### config.mk
export PLATFORM = sky130hd
export DESIGN_NAME = gate_crossing_lap_timer_unit
export DESIGN_NICKNAME = d
export VERILOG_FILES = /design/src/sv/gclt_pkg.sv /design/src/sv/gclt_apb_regs.sv /design/src/sv/gclt_mul.sv /design/src/sv/gclt_isqrt.sv /design/src/sv/gate_crossing_lap_timer_unit.sv
export SDC_FILE = /design/constraint.sdc
export NUM_CORES = 2
export LEC_CHECK = 0
export ABC_CLOCK_PERIOD_IN_PS = 7000
export BUFFER_PORTS_ARGS = -buffer_cell sky130_fd_sc_hd__buf_2
export CAP_MARGIN = 20
export CORE_UTILIZATION = 50
export CTS_CLUSTER_SIZE = 30
export DETAILED_ROUTE_END_ITERATION = 8
export PLACE_DENSITY = 0.72
export SLEW_MARGIN = 10
export SYNTH_ARGS = -nofsm -noshare
export SYNTH_HDL_FRONTEND = slang
export SYNTH_SLANG_ARGS = --single-unit
export TNS_END_PERCENT = 30
### constraint.sdc
create_clock -name clk_i -period 7 [get_ports clk_i]
set_input_delay 1.4 -clock clk_i [delete_from_list [all_inputs] [get_ports clk_i]]
set_output_delay 1.4 -clock clk_i [all_outputs]
set_load 0.005 [all_outputs]
### src/sv/gclt_pkg.sv
// shared types and constants for the gate crossing lap timer
// no dependencies; imported by every module of the block
`default_nettype none

package gclt_pkg;

  localparam int unsigned POS_W    = 24;
  localparam int unsigned VEL_W    = 16;
  localparam int unsigned TIME_W   = 32;
  localparam int unsigned LAP_W    = 16;
  localparam int unsigned SPD_W    = 16;
  localparam int unsigned DIFF_W   = POS_W + 1;
  localparam int unsigned PROD_W   = 2 * DIFF_W;
  localparam int unsigned SQ_W     = 32;
  localparam int unsigned APB_AW   = 5;
  localparam int unsigned APB_DW   = 32;
  localparam int unsigned REG_IW   = 3;

  // register indexes (byte address / 4)
  localparam logic [REG_IW-1:0] REG_MODE   = 3'd0;
  localparam logic [REG_IW-1:0] REG_GATE_AX = 3'd1;
  localparam logic [REG_IW-1:0] REG_GATE_AY = 3'd2;
  localparam logic [REG_IW-1:0] REG_GATE_BX = 3'd3;
  localparam logic [REG_IW-1:0] REG_GATE_BY = 3'd4;

  localparam logic MODE_LAP   = 1'b0;
  localparam logic MODE_ACCEL = 1'b1;

  localparam logic signed [POS_W-1:0] GATE_AY_RST = POS_W'(512);
  localparam logic signed [POS_W-1:0] GATE_BY_RST = POS_W'(-512);

  typedef struct packed {
    logic signed [POS_W-1:0]  pos_x;
    logic signed [POS_W-1:0]  pos_y;
    logic signed [VEL_W-1:0]  vel_x;
    logic signed [VEL_W-1:0]  vel_y;
    logic        [TIME_W-1:0] time_now;
  } gclt_in_t;

  typedef struct packed {
    logic              crossed;
    logic [LAP_W-1:0]  lap_count;
    logic [TIME_W-1:0] lap_time;
    logic              lap_time_valid;
    logic [SPD_W-1:0]  speed_avg;
  } gclt_out_t;

  typedef struct packed {
    logic                    mode;
    logic signed [POS_W-1:0] gate_a_x;
    logic signed [POS_W-1:0] gate_a_y;
    logic signed [POS_W-1:0] gate_b_x;
    logic signed [POS_W-1:0] gate_b_y;
  } gclt_cfg_t;

endpackage

`default_nettype wire

### src/sv/gclt_apb_regs.sv
// apb configuration registers: mode and the two gate endpoints
// depends on gclt_pkg
`default_nettype none

module gclt_apb_regs (
  input  wire                            clk_i,
  input  wire                            rst_ni,
  input  wire                            psel,
  input  wire                            penable,
  input  wire                            pwrite,
  input  wire  [gclt_pkg::APB_AW-1:0]    paddr,
  input  wire  [gclt_pkg::APB_DW-1:0]    pwdata,
  output logic [gclt_pkg::APB_DW-1:0]    prdata,
  output logic                           pready,
  output gclt_pkg::gclt_cfg_t            cfg_o
);
  import gclt_pkg::*;

  gclt_cfg_t         cfg_q;
  logic              wr_en;
  logic [REG_IW-1:0] reg_idx;

  assign pready  = 1'b1;
  assign reg_idx = paddr[APB_AW-1:2];
  assign wr_en   = psel && penable && pwrite;
  assign cfg_o   = cfg_q;

  always_ff @(posedge clk_i or negedge rst_ni) begin
    if (!rst_ni) begin
      cfg_q.mode     <= MODE_LAP;
      cfg_q.gate_a_x <= '0;
      cfg_q.gate_a_y <= GATE_AY_RST;
      cfg_q.gate_b_x <= '0;
      cfg_q.gate_b_y <= GATE_BY_RST;
    end else if (wr_en) begin
      unique case (reg_idx)
        REG_MODE:    cfg_q.mode     <= pwdata[0];
        REG_GATE_AX: cfg_q.gate_a_x <= pwdata[POS_W-1:0];
        REG_GATE_AY: cfg_q.gate_a_y <= pwdata[POS_W-1:0];
        REG_GATE_BX: cfg_q.gate_b_x <= pwdata[POS_W-1:0];
        REG_GATE_BY: cfg_q.gate_b_y <= pwdata[POS_W-1:0];
        default: ;
      endcase
    end
  end

  always_comb begin
    unique case (reg_idx)
      REG_MODE:    prdata = {{(APB_DW-1){1'b0}}, cfg_q.mode};
      REG_GATE_AX: prdata = {{(APB_DW-POS_W){1'b0}}, cfg_q.gate_a_x};
      REG_GATE_AY: prdata = {{(APB_DW-POS_W){1'b0}}, cfg_q.gate_a_y};
      REG_GATE_BX: prdata = {{(APB_DW-POS_W){1'b0}}, cfg_q.gate_b_x};
      REG_GATE_BY: prdata = {{(APB_DW-POS_W){1'b0}}, cfg_q.gate_b_y};
      default:     prdata = '0;
    endcase
  end

endmodule

`default_nettype wire

### src/sv/gclt_mul.sv
// shared signed multiplier: registered operands, registered product
// depends on gclt_pkg; operands pass through a_q and b_q, then the product through prod_q
`default_nettype none

module gclt_mul (
  input  wire                                   clk_i,
  input  wire  signed [gclt_pkg::DIFF_W-1:0]    a_i,
  input  wire  signed [gclt_pkg::DIFF_W-1:0]    b_i,
  output logic signed [gclt_pkg::PROD_W-1:0]    prod_o
);
  import gclt_pkg::*;

  logic signed [DIFF_W-1:0] a_q, b_q;
  logic signed [PROD_W-1:0] prod_q;

  always_ff @(posedge clk_i) begin
    a_q    <= a_i;
    b_q    <= b_i;
    prod_q <= a_q * b_q;
  end

  assign prod_o = prod_q;

endmodule

`default_nettype wire

### src/sv/gclt_isqrt.sv
// iterative integer square root; a new start abandons any root still in progress
// depends on gclt_pkg
`default_nettype none

module gclt_isqrt (
  input  wire                            clk_i,
  input  wire                            rst_ni,
  input  wire                            start_i,
  input  wire  [gclt_pkg::SQ_W-1:0]      value_i,
  output logic                           done_o,
  output logic [gclt_pkg::SPD_W-1:0]     root_o
);
  import gclt_pkg::*;

  logic            busy_q, done_q;
  logic [SQ_W-1:0] rem_q, res_q, bit_q;
  logic [SQ_W:0]   trial;
  logic            fits;

  assign trial = {1'b0, res_q} + {1'b0, bit_q};
  assign fits  = {1'b0, rem_q} >= trial;

  always_ff @(posedge clk_i or negedge rst_ni) begin
    if (!rst_ni) begin
      busy_q <= 1'b0;
      done_q <= 1'b0;
    end else begin
      done_q <= 1'b0;
      if (start_i) begin
        busy_q <= 1'b1;
      end else if (busy_q && bit_q[0]) begin
        busy_q <= 1'b0;
        done_q <= 1'b1;
      end
    end
  end

  always_ff @(posedge clk_i) begin
    if (start_i) begin
      rem_q <= value_i;
      res_q <= '0;
      bit_q <= SQ_W'(1) << (SQ_W - 2);
    end else if (busy_q) begin
      if (fits) begin
        rem_q <= rem_q - trial[SQ_W-1:0];
        res_q <= (res_q >> 1) + bit_q;
      end else begin
        res_q <= res_q >> 1;
      end
      bit_q <= bit_q >> 2;
    end
  end

  assign done_o = done_q;
  assign root_o = res_q[SPD_W-1:0];

endmodule

`default_nettype wire

### src/sv/gate_crossing_lap_timer_unit.sv
// gate crossing lap timer, top level
// sequence: 12 multiplier steps for four orientation tests and vx^2+vy^2,
// then 16 square root steps (shared multiplier, iterative square root unit)
// a new request is taken only after the result of the last one is registered
// for output; in_stall_o is high while a request is worked on
// reset: asynchronous, clears sequencer, lap state, speed average; sets gate regs to defaults
`default_nettype none

module gate_crossing_lap_timer_unit (
  input  wire                            clk_i,
  input  wire                            rst_ni,
  input  wire                            in_valid_i,
  output logic                           in_stall_o,
  input  gclt_pkg::gclt_in_t             in_data_i,
  output logic                           out_valid_o,
  input  wire                            out_stall_i,
  output gclt_pkg::gclt_out_t            out_data_o,
  input  wire                            psel,
  input  wire                            penable,
  input  wire                            pwrite,
  input  wire  [gclt_pkg::APB_AW-1:0]    paddr,
  input  wire  [gclt_pkg::APB_DW-1:0]    pwdata,
  output logic [gclt_pkg::APB_DW-1:0]    prdata,
  output logic                           pready
);
  import gclt_pkg::*;

  typedef enum logic [3:0] {
    ST_IDLE = 4'b0001,
    ST_MUL  = 4'b0010,
    ST_SQRT = 4'b0100,
    ST_DONE = 4'b1000
  } state_e;

  localparam logic [3:0] STEP_LAST = 4'd11;
  localparam logic [3:0] PIDX_SQ0  = 4'd8;

  gclt_cfg_t cfg;

  state_e            state_q, state_d;
  logic [3:0]        step_q;
  gclt_in_t          smp_q;
  logic signed [POS_W-1:0] prev_x_q, prev_y_q;
  logic [LAP_W-1:0]  laps_q;
  logic [TIME_W-1:0] lap_start_q;
  logic [SPD_W-1:0]  avg_q;
  logic [3:0]        orient_q;
  logic signed [PROD_W-1:0] first_q;
  logic [SQ_W-1:0]   sq_q;
  logic              out_valid_q;
  gclt_out_t         out_q;

  logic              in_acc, out_free, finish;
  logic signed [POS_W-1:0] px, py, qx, qy, rx, ry;
  logic signed [DIFF_W-1:0] op_a, op_b, vx_e, vy_e;
  logic signed [PROD_W-1:0] prod;
  logic [3:0]        pidx;
  logic              sqrt_start, sqrt_done;
  logic [SQ_W-1:0]   sq_sum;
  logic [SPD_W-1:0]  root;

  logic              hit, lap_en, ltv;
  logic [LAP_W-1:0]  laps_nx;
  logic [SPD_W:0]    avg_sum;
  logic [SPD_W-1:0]  avg_nx;

  gclt_apb_regs u_regs (
    .clk_i   (clk_i),
    .rst_ni  (rst_ni),
    .psel    (psel),
    .penable (penable),
    .pwrite  (pwrite),
    .paddr   (paddr),
    .pwdata  (pwdata),
    .prdata  (prdata),
    .pready  (pready),
    .cfg_o   (cfg)
  );

  assign in_stall_o = (state_q != ST_IDLE);
  assign in_acc     = in_valid_i && !in_stall_o;
  assign out_free   = !out_valid_q || !out_stall_i;
  assign finish     = (state_q == ST_DONE) && out_free;

  // point selection: A, B gate ends; C previous position; D new position
  always_comb begin
    unique case (step_q[2:1])
      2'd0: begin
        px = cfg.gate_a_x; py = cfg.gate_a_y;
        qx = prev_x_q;     qy = prev_y_q;
        rx = smp_q.pos_x;  ry = smp_q.pos_y;
      end
      2'd1: begin
        px = cfg.gate_b_x; py = cfg.gate_b_y;
        qx = prev_x_q;     qy = prev_y_q;
        rx = smp_q.pos_x;  ry = smp_q.pos_y;
      end
      2'd2: begin
        px = cfg.gate_a_x; py = cfg.gate_a_y;
        qx = cfg.gate_b_x; qy = cfg.gate_b_y;
        rx = prev_x_q;     ry = prev_y_q;
      end
      default: begin
        px = cfg.gate_a_x; py = cfg.gate_a_y;
        qx = cfg.gate_b_x; qy = cfg.gate_b_y;
        rx = smp_q.pos_x;  ry = smp_q.pos_y;
      end
    endcase
  end

  assign vx_e = {{(DIFF_W-VEL_W){smp_q.vel_x[VEL_W-1]}}, smp_q.vel_x};
  assign vy_e = {{(DIFF_W-VEL_W){smp_q.vel_y[VEL_W-1]}}, smp_q.vel_y};

  // even step: (qx-px)*(ry-py), odd step: (qy-py)*(rx-px); from step 8 on: vx*vx even, vy*vy odd
  always_comb begin
    if (step_q[3]) begin
      op_a = step_q[0] ? vy_e : vx_e;
      op_b = op_a;
    end else if (step_q[0]) begin
      op_a = {qy[POS_W-1], qy} - {py[POS_W-1], py};
      op_b = {rx[POS_W-1], rx} - {px[POS_W-1], px};
    end else begin
      op_a = {qx[POS_W-1], qx} - {px[POS_W-1], px};
      op_b = {ry[POS_W-1], ry} - {py[POS_W-1], py};
    end
  end

  gclt_mul u_mul (
    .clk_i  (clk_i),
    .a_i    (op_a),
    .b_i    (op_b),
    .prod_o (prod)
  );

  // product of step s passes the multiplier's operand and product registers; pidx names its step
  assign pidx       = step_q - 4'd2;
  assign sq_sum     = sq_q + prod[SQ_W-1:0];
  assign sqrt_start = (state_q == ST_MUL) && (step_q == STEP_LAST);

  gclt_isqrt u_isqrt (
    .clk_i   (clk_i),
    .rst_ni  (rst_ni),
    .start_i (sqrt_start),
    .value_i (sq_sum),
    .done_o  (sqrt_done),
    .root_o  (root)
  );

  always_comb begin
    state_d = state_q;
    unique case (state_q)
      ST_IDLE: if (in_acc) state_d = ST_MUL;
      ST_MUL:  if (step_q == STEP_LAST) state_d = ST_SQRT;
      ST_SQRT: if (sqrt_done) state_d = ST_DONE;
      ST_DONE: if (out_free) state_d = ST_IDLE;
      default: state_d = ST_IDLE;
    endcase
  end

  // result of this request
  assign hit     = (orient_q[0] ^ orient_q[1]) && (orient_q[2] ^ orient_q[3]);
  assign lap_en  = hit && (cfg.mode == MODE_LAP);
  assign laps_nx = (lap_en && (laps_q != {LAP_W{1'b1}})) ? laps_q + LAP_W'(1) : laps_q;
  assign ltv     = lap_en && (laps_nx != LAP_W'(1));
  assign avg_sum = {1'b0, root} + {1'b0, avg_q};
  assign avg_nx  = (avg_q == '0) ? root : avg_sum[SPD_W:1];

  always_ff @(posedge clk_i or negedge rst_ni) begin
    if (!rst_ni) begin
      state_q     <= ST_IDLE;
      step_q      <= '0;
      prev_x_q    <= '0;
      prev_y_q    <= '0;
      laps_q      <= '0;
      lap_start_q <= '0;
      avg_q       <= '0;
      out_valid_q <= 1'b0;
    end else begin
      state_q <= state_d;
      if (in_acc) begin
        step_q <= '0;
      end else if (state_q == ST_MUL) begin
        step_q <= step_q + 4'd1;
      end
      if (finish) begin
        prev_x_q <= smp_q.pos_x;
        prev_y_q <= smp_q.pos_y;
        laps_q   <= laps_nx;
        avg_q    <= avg_nx;
        if (hit) lap_start_q <= smp_q.time_now;
        out_valid_q <= 1'b1;
      end else if (out_valid_q && !out_stall_i) begin
        out_valid_q <= 1'b0;
      end
    end
  end

  // the second velocity product feeds the root directly
  always_ff @(posedge clk_i) begin
    if (in_acc) smp_q <= in_data_i;
    if ((state_q == ST_MUL) && (step_q >= 4'd2)) begin
      if (!pidx[3]) begin
        if (!pidx[0]) first_q <= prod;
        else          orient_q[pidx[2:1]] <= first_q > prod;
      end else if (pidx == PIDX_SQ0) begin
        sq_q <= prod[SQ_W-1:0];
      end
    end
    if (finish) begin
      out_q.crossed        <= hit;
      out_q.lap_count      <= laps_nx;
      out_q.lap_time       <= ltv ? smp_q.time_now - lap_start_q : '0;
      out_q.lap_time_valid <= ltv;
      out_q.speed_avg      <= avg_nx;
    end
  end

  assign out_valid_o = out_valid_q;
  assign out_data_o  = out_q;

endmodule

`default_nettype wire

==> impl_metrics.toml <==
[critical_path]
r2r_cells = 26
endpoint = "u_mul.prod_o[49]$_DFF_P_"
regToRegEndpoint = "u_mul.prod_o[49]$_DFF_P_"
end_kind = "flip-flop"
cp.arrival_ns = 7.56
r2r-start = "u_mul.a_q[10]$_DFF_P_"
crit_path_start = "u_mul.a_q[10]$_DFF_P_"
cp-start-kind = "flip-flop"
crit_fanout = 10
cp_data_required_time_ns = 7.50
crit_type = "reg2reg"
r2r_slack_ns = -0.06

[sta]
rsz0062_at_grt = "true"
slew_headroom = 0.305
finalCritPeriodShare = 1.01
holdWs_ns = 0.424
fin_worst_skew_ns = 0.0275
tightest_slew_ns = 1.02
finalWorstPathRequiredPeriod_ns = 7.06
hold_violations = 0
slew_violations = 0
fmax_ghz = 0.142
setup_violations = 2
fin_ws_ns = -0.0550

[yosys]
synth-seq-cells = 664
synthTopCellsByArea = "fa_1, edfxtp_1, ha_1"
syn_inst = 6118
ys.flop_type = "edfxtp_1"
synth_top_area_share = 0.218
synth_cell_types = 95
syn_avg_cell_area_sq_um = 10.0
synth_edf_count = 296
yosys_warnings = 0
ys_seq_area_frac = 0.284
syn_area_sq_um = 61200
synth_area_leader_cell = "fa_1"
async_flop_share = 0.331

[final_layout]
fillers = 10100
layout-area-overhead-vs-synth_pct = 13.9
drive_above_1_share = 0.172
final_common_cell = "inv_1"
final_cell_mix = "inv_1, nand2_1, fa_1"
nets = 7787
multiInputGateArea_sq_um = 40300
seq_area_sq_um = 17400

[cts]
clk_latency_ns = 0.64
clockBufferDepth = 3
cts_root_buffer = "clkbuf_16"
clock_sink_count = 664
cts_buffers = 69
cts_hold_buffers = 0
htree_levels = 3
cts_tree = "built"
clkTransAtPathRegs_ns = 0.07

[grt]
grt_usage = 0.257
antenna_found_initial = 15
grt-ovfl-total = 0
grt_pass1_vias = 46400
grt_pass1_wl_mm = 250
grt_max_degree = 89

[drt]
remaining_drc_errors = 0
wl_met3_mm = 9.49
wl_mm = 159
first_pass_iters = 6
wl_per_cell_um = 19.4
drt_iter0_markers = 3506
viasPerCell = 5.59
via_count = 45900
drtAntennaViolNets = 0
highest_layer = "met5"
wl_met2_mm = 76.4
wl_met1_mm = 68.5

[outcome]
violations = "negative setup slack"
status = "finished with violations"

[place]
dp_hpwl_mm = 124
io_buffers = 237
gp_congestion = 0.926

[run]
max-cap-violations = 0

[die]
die_x_um = 352
core_area_sq_um = 121000
io_pins = 257
rows = 127
start_util = 0.507
die-area_sq_um = 124000
chipHeight_um = 352

[worst_hold_path]
hold_class = "reg2reg"
-- what timing repair did --
action / CTS / global route
endpoints found under the setup margin: 8 / 17
setup buffers: 11 / 23
pin swaps: 29 / 85
resized for setup: 47 / 100
gates cloned: 0 / 5
-- registers in the layout, summed over array words and instances (netlist names), 24 cells and up --
| signal | flops |
|---|---|
| sq_q | 32 |
| lap_start_q | 32 |
| u_mul.a_q | 25 |
| first_q | 50 |
| u_isqrt.rem_q | 32 |
| u_mul.b_q | 25 |
| out_data_o | 66 |
| prev_x_q | 24 |
| u_isqrt.res_q | 32 |
| smp_q | 112 |
| u_mul.prod_o | 50 |
| u_regs.cfg_o | 97 |
| prev_y_q | 24 |
-- worst min-delay path by stage --
stage,startpoint,end,slack (ns),depth (start not counted)
floorplan,u_mul.prod_o[32]$_DFF_P_,first_q[32]$_DFFE_PP_,0.41,0
global placement,u_mul.prod_o[45]$_DFF_P_,first_q[45]$_DFFE_PP_,0.42,0
detailed placement,u_mul.prod_o[39]$_DFF_P_,first_q[39]$_DFFE_PP_,0.42,0
CTS,u_mul.prod_o[47]$_DFF_P_,first_q[47]$_DFFE_PP_,0.43,0
global route,u_mul.prod_o[47]$_DFF_P_,first_q[47]$_DFFE_PP_,0.44,0
finish,u_mul.prod_o[47]$_DFF_P_,first_q[47]$_DFFE_PP_,0.42,0
-- layout make-up --
| cell class | instances | share of cell area |
|---|---|---|
| multi-input combinational | 4402 | 0.578 |
| sequential | 664 | 0.250 |
| timing repair buffer | 571 | 0.0637 |
| inverter | 817 | 0.0441 |
| tap | 1612 | 0.0289 |
| clock buffer | 96 | 0.0289 |
| clock inverter | 32 | 0.00610 |
| antenna | 14 | 0.000503 |
-- metrics by stage --
step | std cells | worst slack (ns) | cell area [sq um] | utilization | TNS, ns
3_3_place_gp | 8028 | -0.224 | 66300 | 0.549 | -0.925
5_1_grt | 8206 | -0.239 | 69700 | 0.578 | -1.06
6_report | 8208 | -0.0550 | 69700 | 0.578 | -0.0715
3_5_place_dp | 8029 | -0.269 | 66300 | 0.550 | -1.03
2_1_floorplan | 6125 | 0.0469 | 61200 | - | 0
4_1_cts | 8168 | -0.0316 | 68900 | 0.572 | -0.0316
-- cell families after synthesis --
group	count (synthesis)	synth area share
XOR/XNOR	291	0.0416
AND/OR/NAND/NOR	1669	0.130
flip-flops	664	0.284
adder cells (fa/ha/maj)	1106	0.308
other	2	0.000123
AO/OA/AOI/OAI	988	0.106
multiplexers	339	0.0642
buffers and inverters	1059	0.0667
-- layer usage --
metal | vias to the layer above | GRT usage
li1 | 21300 | -
met1 | 22900 | 0.345
met2 | 1450 | 0.431
met3 | 294 | 0.0336
met4 | 4 | 0.0793
met5 | - | 0
-- critical path: stages (launching register included) --
cell,delay [ns]
dfxtp_4,0.36
buf_12,0.13
clkbuf_16,0.17
and2_1,0.18
fa_1,0.50
inv_1,0.05
fa_1,0.47
inv_1,0.07
fa_1,0.49
fa_1,0.57
fa_1,0.44
fa_1,0.50
inv_1,0.05
fa_1,0.47
inv_1,0.04
ha_1,0.29
a21oi_2,0.16
o21ai_2,0.08
a221o_1,0.34
or3_4,0.33
o211ai_1,0.17
buf_4,0.19
nand2_2,0.06
a211o_1,0.33
a31o_2,0.25
a21oi_2,0.14
xnor2_1,0.07
-- cell usage after synthesis, types with 30 or more instances --
library cell and count:
a211oi_1 44, a21o_1 128, a21oi_1 273, a22oi_1 47, a31oi_1 45, and2_1 319
and3_1 34, clkbuf_1 193, dfrtp_1 203, dfxtp_1 148, edfxtp_1 296, fa_1 666
ha_1 440, inv_1 816, mux2_2 237, mux2i_1 83, nand2_1 673, nand2b_1 49
nand3_1 70, nand4_1 33, nor2_1 302, nor2b_1 36, nor3_1 64, o21a_1 38
o21ai_0 188, o21bai_1 30, xnor2_1 177, xor2_1 114
Power is left out: the tool's default activity adds up to more than one toggle a clock period on the data nets, which glitch-free logic cannot reach.
